===== config.mk =====
export PLATFORM = sky130hd
export DESIGN_NAME = trid_div
export DESIGN_NICKNAME = d
export VERILOG_FILES = /design/src/rtl/trid_pkg.sv /design/src/rtl/trid_div.sv
export SDC_FILE = /design/constraint.sdc
export NUM_CORES = 1
export LEC_CHECK = 0
export BUFFER_PORTS_ARGS = -buffer_cell sky130_fd_sc_hd__buf_2
export CAP_MARGIN = 0
export CORE_ASPECT_RATIO = 2
export CORE_MARGIN = 2
export CORE_UTILIZATION = 61
export CTS_BUF_LIST = sky130_fd_sc_hd__clkbuf_8
export CTS_CLUSTER_DIAMETER = 200
export DETAILED_ROUTE_END_ITERATION = 7
export GPL_ROUTABILITY_DRIVEN = 1
export PLACE_DENSITY = 0.93
export SYNTH_ARGS = -nofsm -noshare
export SYNTH_HDL_FRONTEND = slang
export SYNTH_SLANG_ARGS = --single-unit

===== constraint.sdc =====
create_clock -name clock -period 4.4 [get_ports clock]
set_clock_uncertainty 0.15 [all_clocks]
set_input_delay 1.32 -clock clock [delete_from_list [all_inputs] [get_ports clock]]
set_output_delay 1.32 -clock clock [all_outputs]
set_load 0.02 [all_outputs]

===== src/rtl/trid_pkg.sv =====
`timescale 1ns / 1ps
`default_nettype none

package trid_pkg;

   localparam int DATA_W        = 32;
   localparam int PROD_W        = 64;
   localparam int IDX_W         = 6;
   localparam int FAULT_W       = 2;
   localparam int MAX_ROWS_DEF  = 64;
   localparam int FRAC_BITS_DEF = 16;

   localparam logic [FAULT_W-1:0] FAULT_NONE       = 2'd0;
   localparam logic [FAULT_W-1:0] FAULT_ZERO_PIVOT = 2'd1;
   localparam logic [FAULT_W-1:0] FAULT_TOO_MANY   = 2'd2;
   localparam logic [FAULT_W-1:0] FAULT_SATURATED  = 2'd3;

   // Clamps a 65-bit signed value to 32 bits. The top bit of the result is the
   // saturation flag, the lower 32 bits are the clamped value.
   function automatic logic [DATA_W:0] sat32(input logic [PROD_W:0] x);
      logic [DATA_W:0] r;
      if (x[PROD_W:DATA_W-1] == '0 || x[PROD_W:DATA_W-1] == '1) begin
         r = {1'b0, x[DATA_W-1:0]};
      end else if (x[PROD_W]) begin
         r = {1'b1, 1'b1, {(DATA_W-1){1'b0}}};
      end else begin
         r = {1'b1, 1'b0, {(DATA_W-1){1'b1}}};
      end
      return r;
   endfunction

endpackage

`default_nettype wire


===== src/rtl/trid_div.sv =====
`timescale 1ns / 1ps
`default_nettype none

// Signed 64 by 32 bit division, truncating toward zero, one quotient bit per
// cycle. A zero divisor gives a zero quotient.
module trid_div (
   input  wire logic                         clock,
   input  wire logic                         reset,
   input  wire logic                         start,
   input  wire logic [trid_pkg::PROD_W-1:0]  num,
   input  wire logic [trid_pkg::DATA_W-1:0]  den,
   output logic                              done,
   output logic [trid_pkg::PROD_W-1:0]       quot
);
   import trid_pkg::*;

   localparam int CNT_W = $clog2(PROD_W);

   logic                  busy_ff, busy_in;
   logic                  fix_ff, fix_in;
   logic                  done_ff, done_in;
   logic [CNT_W-1:0]      cnt_ff, cnt_in;
   logic [PROD_W-1:0]     numr_ff, numr_in;
   logic [PROD_W-1:0]     quot_ff, quot_in;
   logic [DATA_W:0]       rem_ff, rem_in;
   logic [DATA_W-1:0]     den_ff, den_in;
   logic                  neg_ff, neg_in;
   logic                  zero_ff, zero_in;
   logic [DATA_W:0]       shifted;
   logic [DATA_W+1:0]     trial;

   assign shifted = {rem_ff[DATA_W-1:0], numr_ff[PROD_W-1]};
   assign trial   = {1'b0, shifted} - {2'b00, den_ff};

   always_comb begin
      busy_in = busy_ff;
      fix_in  = 1'b0;
      done_in = 1'b0;
      cnt_in  = cnt_ff;
      numr_in = numr_ff;
      quot_in = quot_ff;
      rem_in  = rem_ff;
      den_in  = den_ff;
      neg_in  = neg_ff;
      zero_in = zero_ff;
      if (start) begin
         busy_in = 1'b1;
         cnt_in  = '0;
         numr_in = num[PROD_W-1] ? (~num + 1'b1) : num;
         den_in  = den[DATA_W-1] ? (~den + 1'b1) : den;
         rem_in  = '0;
         quot_in = '0;
         neg_in  = num[PROD_W-1] ^ den[DATA_W-1];
         zero_in = (den == '0);
      end else if (busy_ff) begin
         numr_in = {numr_ff[PROD_W-2:0], 1'b0};
         if (!trial[DATA_W+1]) begin
            rem_in  = trial[DATA_W:0];
            quot_in = {quot_ff[PROD_W-2:0], 1'b1};
         end else begin
            rem_in  = shifted;
            quot_in = {quot_ff[PROD_W-2:0], 1'b0};
         end
         cnt_in = cnt_ff + 1'b1;
         if (cnt_ff == CNT_W'(PROD_W - 1)) begin
            busy_in = 1'b0;
            fix_in  = 1'b1;
         end
      end else if (fix_ff) begin
         if (zero_ff) begin
            quot_in = '0;
         end else if (neg_ff) begin
            quot_in = ~quot_ff + 1'b1;
         end
         done_in = 1'b1;
      end
   end

   always_ff @(posedge clock) begin
      if (reset) begin
         busy_ff <= 1'b0;
         fix_ff  <= 1'b0;
         done_ff <= 1'b0;
      end else begin
         busy_ff <= busy_in;
         fix_ff  <= fix_in;
         done_ff <= done_in;
      end
      cnt_ff  <= cnt_in;
      numr_ff <= numr_in;
      quot_ff <= quot_in;
      rem_ff  <= rem_in;
      den_ff  <= den_in;
      neg_ff  <= neg_in;
      zero_ff <= zero_in;
   end

   assign done = done_ff;
   assign quot = quot_ff;

endmodule

`default_nettype wire


==> results_dict.tcl, run 1 <==
set metrics [dict create \
    hold_class "reg2reg" \
    drtPass1Iterations 5 \
    fin_setup_tns_ps 0 \
    post_drt_wl_per_cell_um 17.9 \
    synth-edff-count 98 \
    critPathLaunchType "flip-flop" \
    drtIter0Drc 1037 \
    place_hpwl_um 24200 \
    max_freq_mhz 254 \
    routed-via-count 12100 \
    outcome "finished, final reports clean" \
    drv_cap 0 \
    power_density_nw_per_um2 424 \
    gr-total-overflow 0 \
    antenna_found_initial 1 \
    clock-root-buffer "clkbuf_8" \
    tightest_slew_ps 1130 \
    place_congestion 0.945 \
    numCtsBuffers 30 \
    ys_top_cells_by_area "edfxtp_1, dfxtp_1, xnor2_1, xor2_1, nor2_1" \
    ys_seq_area_frac 0.396 \
    fin_crit_ps 3930 \
    critical_path_class "reg2reg" \
    ys_warn_count 0 \
    final_max_slew_viol_count 0 \
    finalSetupViolCount 0 \
    grt_max_degree 176 \
    cts_tree "built" \
    cts-hold-fix-buffers 0 \
    ys.flop_type "dfxtp_1" \
    arrival_ps 4220 \
    fp.dieH_um 208 \
    track_usage 0.303 \
    rows 74 \
    final-hold-violation-count 0 \
    relSlewSlack 0.242 \
    ant_nets 0 \
    synth_seq_cells 203 \
    clk_pin_slew_ps 70 \
    diodes 0 \
    nNetsFinal 1748 \
    io_buffers 163 \
    post_cts_resized 0 \
    synth_top_area_cell "edfxtp_1" \
    grt_setup_unrepaired "no" \
    synth.distinct_cells 80 \
    use_met1 0.308 \
    crit_fanout 17 \
    final_core_util 0.706 \
    clock_latency_ps 590 \
    syn_avg_cell_area_um2 8.63 \
    grt.met3_usage 0.0448 \
    drc 0 \
    dieArea_um2 22100 \
    netlist_area_um2 12700 \
    fin_crit_sh 0.894 \
    coreArea_um2 20500 \
    vdd_drop_max_uv 333 \
    routed_via_density 6.38 \
    routed_wl_um 34100 \
    syn_inst 1476 \
    ios 164 \
    leakagePower_nw 5.73 \
    syn-num-nets 1612 \
    busiest_layer "met2" \
    fillers 1591 \
    grt_pass1_vias 12100 \
    drive_above_1_share 0.172 \
    yosys.area.top_type_share 0.231 \
    clk_path_buf_depth 3 \
    post_cts_buffers 0 \
    area_growth_pct 13.3 \
    grt_pass1_wl_um 55600 \
    die_w_um 106 \
    required_ps 4690 \
    met2_usage 0.553 \
    end_kind "flip-flop" \
    h-tree-depth 1 \
    async_reset_ff_frac 0 \
    cts_sinks 203 \
    start_util 0.623 \
]
critical path, cell delays in order, from the launching register on:
cell and delay (ps):
edfxtp_1 410, inv_1 60, ha_1 260, nor2b_1 170
o2111ai_1 160, a311oi_1 540, a221oi_1 270, o21ai_1 510
a21o_1 630, buf_4 260, mux2i_1 250, o21ai_0 120
routing by layer:
metal	part of all wire	up-vias	wire length, um
li1	-	5676	-
met1	0.35	5674	11900
met2	0.52	569	17700
met3	0.058	206	1980
met4	0.072	2	2460
met5	0.00032	-	11
placed cells by master, fill, tap and decap left out, types with 10 or more instances in the layout:
| cell | synthesis | final |
|---|---|---|
| buf_2 | 3 | 162 |
| o31ai_1 | 27 | 27 |
| xnor2_1 | 76 | 76 |
| nor2_1 | 158 | 158 |
| a31oi_1 | 14 | 14 |
| a21oi_1 | 117 | 116 |
| a311oi_1 | 22 | 22 |
| xor2_1 | 75 | 75 |
| edfxtp_1 | 98 | 98 |
| or3_1 | 23 | 23 |
| mux2i_1 | 10 | 10 |
| buf_4 | 0 | 22 |
| o41ai_1 | 14 | 14 |
| inv_1 | 49 | 49 |
| clkinv_2 | 0 | 12 |
| o21ai_0 | 115 | 115 |
| a22oi_1 | 20 | 20 |
| nand3_1 | 25 | 25 |
| nand2_1 | 155 | 155 |
| or4_1 | 15 | 15 |
| dfxtp_1 | 105 | 104 |
| nor3_1 | 46 | 46 |
| nand4_1 | 11 | 11 |
| mux2_2 | 12 | 12 |
| ha_1 | 36 | 36 |
| nor4_1 | 12 | 12 |
| clkbuf_8 | 0 | 30 |
path summary, 6_finish.rpt:
check	start	to	slack, ps	depth (start not counted)
setup / recovery	den_ff[1]$_DFFE_PP_	rem_ff[2]$_SDFFE_PP0P_	470	11
hold / removal	cnt_ff[5]$_SDFFE_PP0P_	cnt_ff[5]$_SDFFE_PP0P_	340	2
setup reg to reg	den_ff[1]$_DFFE_PP_	rem_ff[2]$_SDFFE_PP0P_	470	11
hold reg to reg	cnt_ff[5]$_SDFFE_PP0P_	cnt_ff[5]$_SDFFE_PP0P_	340	2
cell usage after synthesis (all sizes together) (5+ instances only):
cell	count
o41ai	16
or4	16
buf	12
mux2	12
nand4	11
or2	6
nor3b	6
a222oi	6
nand4b	5
xnor2	76
or3	29
inv	50
a211oi	9
nor2	158
a221oi	9
o31ai	27
nor4	16
o22ai	9
a21oi	117
clkbuf	70
ha	36
nand2	155
o21a	6
nand2b	10
nor3	47
nand3	25
xor2	75
o21ai	119
a31oi	14
dfxtp	105
nor2b	9
mux2i	10
a22oi	20
edfxtp	98
a21o	9
a311oi	22
per-stage QoR:
stage	cells	power [mW]	hold WS (ps)	setup WS [ps]	instance area [um2]
after floorplan	1476	3.89	298	324	12700
after global placement	1846	4.36	317	218	13800
after detailed placement	1846	4.43	333	164	13800
after CTS	1902	6.11	343	537	14400
after global routing	1902	6.43	370	426	14400
final	1902	6.12	339	465	14400
layout make-up:
| type | instances | area [um2] | area share |
|---|---|---|---|
| multi-input cells | 1141 | 7210 | 0.500 |
| flip-flops and latches | 203 | 5050 | 0.350 |
| repair buffers | 186 | 1010 | 0.0698 |
| clock buffers | 30 | 413 | 0.0286 |
| well taps | 266 | 333 | 0.0231 |
| clock inverters | 26 | 235 | 0.0163 |
| inverters | 50 | 188 | 0.0130 |
report_power, final:
| part | switching (mW) | internal, mW |
|---|---|---|
| clock network | 0.797 | 0.888 |
| registers | 0.212 | 2.21 |
| logic | 1.21 | 0.798 |
| total | 2.22 | 3.89 |
registers in the layout (all words and copies together) (netlist names):
| register | cells |
|---|---|
| busy_ff | 1 |
| cnt_ff | 6 |
| den_ff | 32 |
| done | 1 |
| fix_ff | 1 |
| neg_ff | 1 |
| numr_ff | 64 |
| quot | 64 |
| rem_ff | 32 |
| zero_ff | 1 |
cells by family (layout without fill, tap and decap cells):
kind of cell / Yosys count / in the layout / synth area share
simple gates: 519 / 519 / 0.201
compound gates: 412 / 412 / 0.204
flops: 203 / 203 / 0.396
xor+xnor: 151 / 151 / 0.104
buf+inv: 132 / 292 / 0.0399
fa+ha+maj: 37 / 37 / 0.0369
mux: 22 / 22 / 0.0185
(Power assumes the default switching activity.)
==> run 2: changes to the inputs <==
Settings changed: CORE_UTILIZATION 61 to 65, GPL_TIMING_DRIVEN set to 0, PLACE_DENSITY 0.93 to 0.95.
Clock period 4.4 ns to 4.9 ns, I/O delays scaled along.
==> run 2 against run 1 <==
Hold slack gained 18 ps. Clock power shrank 14%. Final area grew 0.65%. Total power shrank 9.3%. Combinational power shrank 4%. Via count grew 6.1%. First-iteration DRC count grew 25%. Fmax shrank 10%. Core utilization grew 4.8 points. Sequential power shrank 11%. Non-clock buffer count grew 60. Largest cell class unchanged.
==> results_dict.tcl, run 2 (synthesis gave the netlist of run 1 again) <==
set metrics [dict create \
    outcome "finished, final reports clean" \
    routed_wl_um 40400 \
    hold_ws_ps 356 \
    ios 164 \
    layout_commonest_cell "buf_2" \
    drive_above_1_share 0.150 \
    met2_usage 0.674 \
    start_util 0.661 \
    clk_pin_slew_ps 70 \
    numCtsBuffers 29 \
    fin_crit_sh 0.895 \
    place_hpwl_um 29300 \
    clock_latency_ps 620 \
    final_max_slew_viol_count 0 \
    drtPass1Iterations 7 \
    relSlewSlack 0.364 \
    clockPowerShare 0.263 \
    mostFrequentLayoutCells "buf_2, nor2_1, nand2_1" \
    max_freq_mhz 228 \
    clock-root-buffer "clkbuf_8" \
    grt_setup_unrepaired "no" \
    post_drt_wl_per_cell_um 20.7 \
    vdd_drop_max_uv 262 \
    grt_max_degree 45 \
    gr-total-overflow 0 \
    grt_pass1_vias 13100 \
    coreArea_um2 19300 \
    busiest_layer "met2" \
    end_kind "flip-flop" \
    grt.met3_usage 0.117 \
    cts_tree "built" \
    required_ps 5290 \
    pwr-share-comb 0.348 \
    antenna_found_initial 1 \
    power_density_nw_per_um2 382 \
    finalSetupViolCount 0 \
    post_cts_buffers 0 \
    drtIter0Drc 1292 \
    final-hold-violation-count 0 \
    crit_fanout 10 \
    rows 72 \
    arrival_ps 4770 \
    io_buffers 163 \
    cts_sinks 203 \
    die_w_um 103 \
    place_congestion 1.01 \
    leakagePower_nw 5.73 \
    routed_via_density 6.59 \
    fillers 1390 \
    netSwitchingPower_mw 2.08 \
    fin_crit_ps 4380 \
    nNetsFinal 1807 \
    dpl_cell_area_um2 13900 \
    clk_path_buf_depth 3 \
    diodes 0 \
    area_growth_pct 14.0 \
    routed-via-count 12900 \
    dieArea_um2 20800 \
    seqCellArea_um2 5040 \
    h-tree-depth 1 \
    p_int_mw 3.47 \
    tightest_slew_ps 951 \
    track_usage 0.397 \
    fin_area_um2 14500 \
    grt_pass1_wl_um 65000 \
    drc 0 \
    critPathLaunchType "flip-flop" \
    drv_cap 0 \
    sw_frac_of_total 0.374 \
    critical_path_class "reg2reg" \
    ant_nets 0 \
    pwr-share-seq 0.389 \
    use_met1 0.391 \
    multi_input_area_um2 7200 \
    hold_class "reg2reg" \
    fp.dieH_um 202 \
]
## run 2: cell count changes in the layout (fill, tap and decap cells not counted), moves of 2 or more
| cell | previous run | this run |
|---|---|---|
| clkinv_2 | 12 | 4 |
| clkbuf_8 | 30 | 32 |
| inv_1 | 49 | 57 |
| buf_1 | 0 | 8 |
| clkbuf_1 | 0 | 69 |
| buf_4 | 22 | 0 |
| nor2b_2 | 2 | 0 |
| clkinv_1 | 5 | 1 |
| buf_2 | 162 | 166 |
| nor2b_1 | 7 | 9 |
## run 2: worst paths after layout
path / startpoint / end / slack, ps / cells past startpoint
worst min-delay path: rem_ff[14]$_SDFFE_PP0P_ / rem_ff[14]$_SDFFE_PP0P_ / 360 / 2
worst min register to register: rem_ff[14]$_SDFFE_PP0P_ / rem_ff[14]$_SDFFE_PP0P_ / 360 / 2
worst max register to register: den_ff[1]$_DFFE_PP_ / rem_ff[28]$_SDFFE_PP0P_ / 520 / 12
worst max-delay path: den_ff[1]$_DFFE_PP_ / rem_ff[28]$_SDFFE_PP0P_ / 520 / 12
## run 2: metal layers
layer  routed length (um)  share of wire
met5                   13        0.00032
met4                 3370          0.084
met3                 3490          0.086
met2                20700           0.51
met1                12800           0.32
## run 2: per-stage QoR
| step | setup TNS [ps] | total power [mW] | std cells | util | worst slack, ps |
|---|---|---|---|---|---|
| 5_1_grt | 0 | 5.80 | 1952 | 0.754 | 228 |
| 3_3_place_gp | -23310 | 3.97 | 1898 | 0.720 | -1340 |
| 4_1_cts | 0 | 5.48 | 1952 | 0.753 | 510 |
| 3_5_place_dp | -232 | 4.04 | 1899 | 0.721 | -104 |
| 2_1_floorplan | 0 | 3.50 | 1476 | - | 674 |
| 6_report | 0 | 5.55 | 1952 | 0.754 | 515 |
## run 2: worst max-delay path, stage by stage, from the launching register on
cell and delay [ps]:
edfxtp_1 410, inv_1 60, ha_1 270, nor2b_1 170, o2111ai_1 150, a311oi_1 550, a221oi_1 290, o21ai_1 530
a21o_1 180, clkbuf_1 540, clkbuf_1 470, nand2_1 290, o211ai_1 240
## run 2: power groups by stage
stage                     registers, mW  clock network [mW]  logic (mW)
after floorplan                    2.22                   0        1.28
after global placement             2.18                   0        1.79
after detailed placement           2.18                   0        1.86
after CTS                          2.15                1.46        1.87
after global routing               2.18                1.52        2.10
final                              2.16                1.46        1.93
## run 2: final cells by class
cell class,count,share of cell area
multi-input cells,1141,0.495
inverters,50,0.0129
flip-flops and latches,203,0.347
repair buffers,164,0.0575
clock buffers,32,0.0303
plain buffers,82,0.0220
well taps,259,0.0223
clock inverters,21,0.0123
## run 2: what timing repair did
item                       in CTS  in global routing
setup endpoints to repair       0                  8
hold buffers                    0                  0
gates resized for setup         0                  1
